`src/srbs_pkg.sv`:
```
// Shared constants, request type and result codes for sorted_range_bound_search.
// No dependencies; imported by every module of the block but srbs_ram.
package srbs_pkg;

  localparam int STORE_DEPTH = 4096;
  localparam int IDX_W       = $clog2(STORE_DEPTH);
  localparam int CNT_W       = $clog2(STORE_DEPTH + 1);
  localparam int POS_W       = 32;
  localparam int OUT_IDX_W   = 12;

  typedef enum logic [1:0] {
    CMD_CLEAR  = 2'd0,
    CMD_APPEND = 2'd1,
    CMD_QUERY  = 2'd2,
    CMD_NONE   = 2'd3
  } cmd_code_t;

  localparam logic [1:0] ST_CLEARED  = 2'd0;
  localparam logic [1:0] ST_APPENDED = 2'd1;
  localparam logic [1:0] ST_DROPPED  = 2'd2;
  localparam logic [1:0] ST_QUERY    = 2'd3;

  typedef struct packed {
    cmd_code_t        cmd;
    logic [POS_W-1:0] position;
    logic [POS_W-1:0] range_start;
    logic [POS_W-1:0] range_end;
  } req_t;

endpackage

```
`src/srbs_front.sv`:
```
// Front end: accepts requests, drops unknown commands, and holds a two-entry
// request queue for the back end. Depends on srbs_pkg.
module srbs_front (
  input  logic                      clk,
  input  logic                      rst,
  input  logic                      push,
  output logic                      full,
  input  logic [1:0]                cmd,
  input  logic [srbs_pkg::POS_W-1:0] position,
  input  logic [srbs_pkg::POS_W-1:0] range_start,
  input  logic [srbs_pkg::POS_W-1:0] range_end,
  output logic                      q_valid,
  output srbs_pkg::req_t            q_head,
  input  logic                      q_take
);
  import srbs_pkg::*;

  req_t       slots [2];
  logic       wr_ptr;
  logic       rd_ptr;
  logic [1:0] fill;
  logic       keep;

  assign full    = (fill == 2'd2);
  assign q_valid = (fill != 2'd0);
  assign q_head  = slots[rd_ptr];
  assign keep    = push && !full && (cmd_code_t'(cmd) != CMD_NONE);

  always_ff @(posedge clk) begin
    if (keep) begin
      slots[wr_ptr] <= '{cmd: cmd_code_t'(cmd), position: position,
                         range_start: range_start, range_end: range_end};
    end
  end

  always_ff @(posedge clk) begin
    if (rst) begin
      wr_ptr <= 1'b0;
      rd_ptr <= 1'b0;
      fill   <= 2'd0;
    end else begin
      if (keep) begin
        wr_ptr <= ~wr_ptr;
      end
      if (q_take) begin
        rd_ptr <= ~rd_ptr;
      end
      fill <= fill + {1'b0, keep} - {1'b0, q_take};
    end
  end

endmodule

```
`config.mk`:
```
export PLATFORM = sky130hd
export DESIGN_NAME = srbs_front
export DESIGN_NICKNAME = d
export VERILOG_FILES = /design/src/srbs_pkg.sv /design/src/srbs_front.sv
export SDC_FILE = /design/constraint.sdc
export NUM_CORES = 1
export LEC_CHECK = 0
export BUFFER_PORTS_ARGS = -buffer_cell sky130_fd_sc_hd__buf_2
export CAP_MARGIN = 30
export CORE_UTILIZATION = 30
export DETAILED_ROUTE_END_ITERATION = 6
export PLACE_DENSITY_LB_ADDON = 0.12
export SYNTH_ARGS = -nofsm -noshare
export SYNTH_HDL_FRONTEND = slang
export SYNTH_SLANG_ARGS = --single-unit
```
`constraint.sdc`:
```
create_clock -name clk -period 9.7 [get_ports clk]
set_input_delay 1.94 -clock clk [delete_from_list [all_inputs] [get_ports clk]]
set_output_delay 1.94 -clock clk [all_outputs]
set_load 0.05 [all_outputs]
```
# == Yosys cells after proc, flatten, opt, wreduce, memory -nomap -nowiden ==
# Memory sizes are Yosys's and may differ from the RTL's. A register that Yosys moved wholly into a read port is not among the register bits.
# Cells that the tools add are included.
# classes
n_addsub,2
eq_ne,2
muxes,4
bitwise_logic,2
reduce_logical,4
# op_table
operator,count
$mux W1,4
$add A2 B1 Y2,1
$eq A2 B2 Y1 const B,1
$logic_and A1 B1 Y1,2
$ne A2 B2 Y1 const B,1
$not A1 Y1,2
$reduce_bool A2 Y1,1
$sub A2 B1 Y2,1
$logic_not A1 Y1,1
# totals
ff_bits,4
ram_bits,196
inputBits,102
out_inout_bits,100
wordCells,18
n_memories,1
# memory_table
memory,depth,word_bits,rd,rd_ports_with_merged_regs,write_ports,line_no,source
slots,2,98,1,1,1,srbs_front.sv:18,req_t slots [2];

# == Logic depth before layout (Yosys ltp) ==
# logic_depth
ltp_word,6
mapped_depth,5
mapped_depth_nobuf,5

# == Worst setup path after synthesis ==
# Ideal clock, no wire load.
# synth_path
path_kind,input to register
start,in push
end,reg wr_ptr
setup_ps,74
t_arrival_ps,6423
required_time_ps,9626
setup_slack_ps,3203
path_stages,3
path_buffers,0
path_cell_list,a21bo_2 -> nor3_2 -> o21ba_2
# synth_between
elab_chain_len,2
# synth_rtl
element,line_no,source
start: declaration,srbs_front.sv:6,"input logic push,"
$logic_and A1 B1 Y1 (2 in a row),srbs_front.sv:27,assign keep = push && !full && (cmd_code_t'(cmd) != CMD_NONE);
end signal: assignment,srbs_front.sv:43,wr_ptr <= ~wr_ptr;
end: declaration,srbs_front.sv:19,logic wr_ptr;
# Every way passes these cells.
# A chain may end at the register's enable or synchronous reset.

==> summary.md <==
| Metric | Value |
|---|---|
| Status | `finished, final reports clean` |
| Area growth, synth to finish | `29.0%` |
| Crit path kind | `flop to primary output` |
| Top post-synthesis cells by area | `edfxtp_1, mux2_2, mux2_4` |
| Cells on worst reg2reg path | `3` |
| Worst path arrival time | `2730 ps` |
| Tot GR Track Use | `~11%` |
| Final hold violation count | `0` |
| Fill count | `around 2300` |
| Cell variety after synth | `24` |
| Core area | `0.0242 sq mm` |
| Worst skew pair latency | `a little over 500 ps` |
| CP endpoint kind | `primary output` |
| Detailed-route DRC error count | `0` |
| Sequential area share after synthesis | `between 80% and 90%` |
| Tcrit/Tclk final | `about 48%` |
| Worst VDD drop | `around 0.14 mV` |
| RR Endpoint | `slots[1][25]` |
| Net Switching | `approximately 630 uW` |
| Vias in the first global route | `3985` |
| CP Max Fanout | `56` |
| Max-slew violations | `0` |
| Via count | `3736` |
| Post-place setup slack | `~5500 ps` |
| Vias per inst | `around 4.2` |
| Total Power | `2.29 mW` |
| Initial antenna violation count | `4` |
| Leak | `approximately 3.6 nW` |
| CP required | `7760 ps` |
| Logic pwr share | `17.0%` |
| Layout Skew | `about 22 ps` |
| Num CTS Buffers | `23` |
| Post-CTS Setup Bufs | `0` |
| Critical Path Start Type | `flop` |
| DRT Wirelength | `roughly 14000 um` |
| Synth Instances | `roughly 330` |
| Placed cells | `850` |
| WL/cell | `~16 um` |
| R2R Setup Slk | `7360 ps` |
| Pre-Repair DR Iteration Count | `4` |
| Worst hold path type | `flop to flop` |
| Reg clk slew, reported paths | `~60 ps` |
| Accumulated negative setup slack | `0 ps` |
| Yosys top cell by area | `edfxtp_1` |
| RSZ-0062 raised after global routing | `false` |
| Sw Share | `27.4%` |
| Resize count post-CTS | `0` |
| Count of input and output buffers | `201` |
| Worst Setup Slack, final | `between 5000 and 6000 ps` |
| Final std cells w/o fill | `about 900` |
| GRT overflow | `0` |
| Layout cells sized above 1 | `around three fifths` |
| Detailed placement HPWL | `approximately 9300 um` |
| Root buf cell | `clkbuf_16` |
| Synth Area per Inst | `22.3 sq um` |
| Fmax | `between 200 and 250 MHz` |
| Cell Area, Synth | `around 0.0074 sq mm` |
| Die Width | `~160 um` |
| Seq cells post-synth | `approximately 200` |
| Clock Tree Buf Depth | `3` |
| Io pins | `202` |
| Worst-Margin Slew | `about 780 ps` |
| Clock power share | `about 37%` |
| ANT nets after route | `0` |
| Synth warn | `0` |
| CTS H-Tree Depth | `1` |
| RePlAce Congestion | `~0.7` |
| Hold_buf cts | `0` |
| Seq pwr share | `a little under half` |
| Layout net count | `654` |
| Maxcap violations | `0` |
| Pwr/cell area | `roughly 240 mW/mm^2` |
| Die H | `roughly 160 um` |
| First-pass GRT wire length | `~22000 um` |
| CTS tree | `done` |
| Syn nets | `about 440` |
| Drt initial violations | `between 150 and 200` |
| WHS Path Cells | `2` |
| Clock sinks | `around 200` |
| Synth top area share | `between 70 and 80%` |
| Period minus WS final | `between 4000 and 5000 ps` |
| Pin count of the biggest net entering global routing | `57` |
| Reg2reg start | `fill[0]` |
| Cell Rows | `57` |
| Cell internal pwr | `about 1.7 mW` |
| # setup viols final | `0` |
| Relative slew slack | `about half` |
| Hold path start | `rd_ptr` |
| Initial core utilization | `30.5%` |
| Die ar. | `between 0.02 and 0.03 sq mm` |
[area by class of cell]
| class | instances | area (sq um) | area share [%] |
|---|---|---|---|
| well taps | 324 | 405 | 4.25 |
| clock buffers | 33 | 663 | 6.95 |
| diodes | 3 | 7.51 | 0.0787 |
| repair buffers | 205 | 1040 | 10.9 |
| multi-input cells | 117 | 1330 | 14.0 |
| flip-flops and latches | 201 | 5990 | 62.8 |
| clock inverters | 9 | 96.3 | 1.01 |
| inverters | 3 | 11.3 | 0.118 |
[kinds of logic (layout without fill, tap and decap cells)]
| family | count (synthesis) | count (layout) | share of synthesized area, % |
|---|---|---|---|
| other | 0 | 3 | 0 |
| AO/OA/AOI/OAI | 6 | 6 | 0.677 |
| AND/OR/NAND/NOR | 10 | 10 | 0.846 |
| adder cells (fa/ha/maj) | 1 | 1 | 0.169 |
| multiplexers | 98 | 98 | 15.9 |
| XOR/XNOR | 2 | 2 | 0.237 |
| buffers and inverters | 14 | 250 | 1.23 |
| flip-flops | 201 | 201 | 80.9 |
[per-layer routing]
metal | routed length [um] | GRT usage (%)
met5 | 0 | 0
met4 | 328 | 3.50
met3 | 1240 | 4.40
met2 | 7130 | 19.1
met1 | 5740 | 13.0
[Yosys cell counts]
master / count
nand4_1: 1
xor2_1: 1
nor3_1: 2
dfxtp_1: 5
a21bo_2: 1
a21boi_2: 1
o21ba_2: 1
a31oi_1: 1
mux2_4: 20
edfxtp_1: 196
a21oi_1: 1
nor3_2: 1
nor3b_1: 1
or2_2: 1
nor2_1: 2
inv_1: 3
xnor2_1: 1
ha_1: 1
mux2_2: 78
buf_6: 4
buf_2: 7
nand2b_2: 1
and3_1: 1
a21boi_0: 1
[worst max-delay path by stage]
stage	endpoint	slack, ps	cells past startpoint
floorplan	wr_ptr	3200	3
global placement	q_head[70]	5510	3
detailed placement	q_head[75]	5470	3
CTS	q_head[75]	4900	3
global route	q_head[75]	4830	3
finish	q_head[75]	5030	3
[power by group through the flow]
stage               registers (mW)  logic [mW]  clock network (mW)
floorplan                     1.06       0.308                   0
global placement              1.06       0.392                   0
detailed placement            1.07       0.394                   0
CTS                           1.05       0.395               0.884
global route                  1.05       0.409               0.919
finish                        1.05       0.389               0.852
[flip-flops by register name, summed over array words and instances (netlist names), named ones only]
register,flops
slots,196
wr_ptr,1
rd_ptr,1
fill,2
[cells in the final DEF, fill, tap and decap left out, types with 2 or more instances in the layout]
master / synthesis / final
clkinv_2: 0 / 4
buf_2: 7 / 201
clkbuf_8: 0 / 5
clkinv_1: 0 / 2
nor3_1: 2 / 2
buf_4: 0 / 4
mux2_4: 20 / 20
dfxtp_1: 5 / 4
mux2_2: 78 / 78
edfxtp_1: 196 / 196
inv_1: 3 / 3
bufinv_16: 0 / 2
clkbuf_1: 0 / 5
nor2_1: 2 / 2
diode_2: 0 / 3
clkbuf_16: 0 / 23
[worst max-delay path, cell delays in order (launching register included)]
cell	delay (ps)
dfxtp_4	850
buf_4	690
mux2_2	420
buf_2	210
[per-stage QoR]
stage	area, sq um	utilization (%)	hold WS [ps]
floorplan	7400	-	480
global placement	8770	36.2	501
detailed placement	8770	36.2	501
CTS	9530	39.3	519
global route	9530	39.3	555
finish	9540	39.3	517
Power figures use the tool's default switching activity.
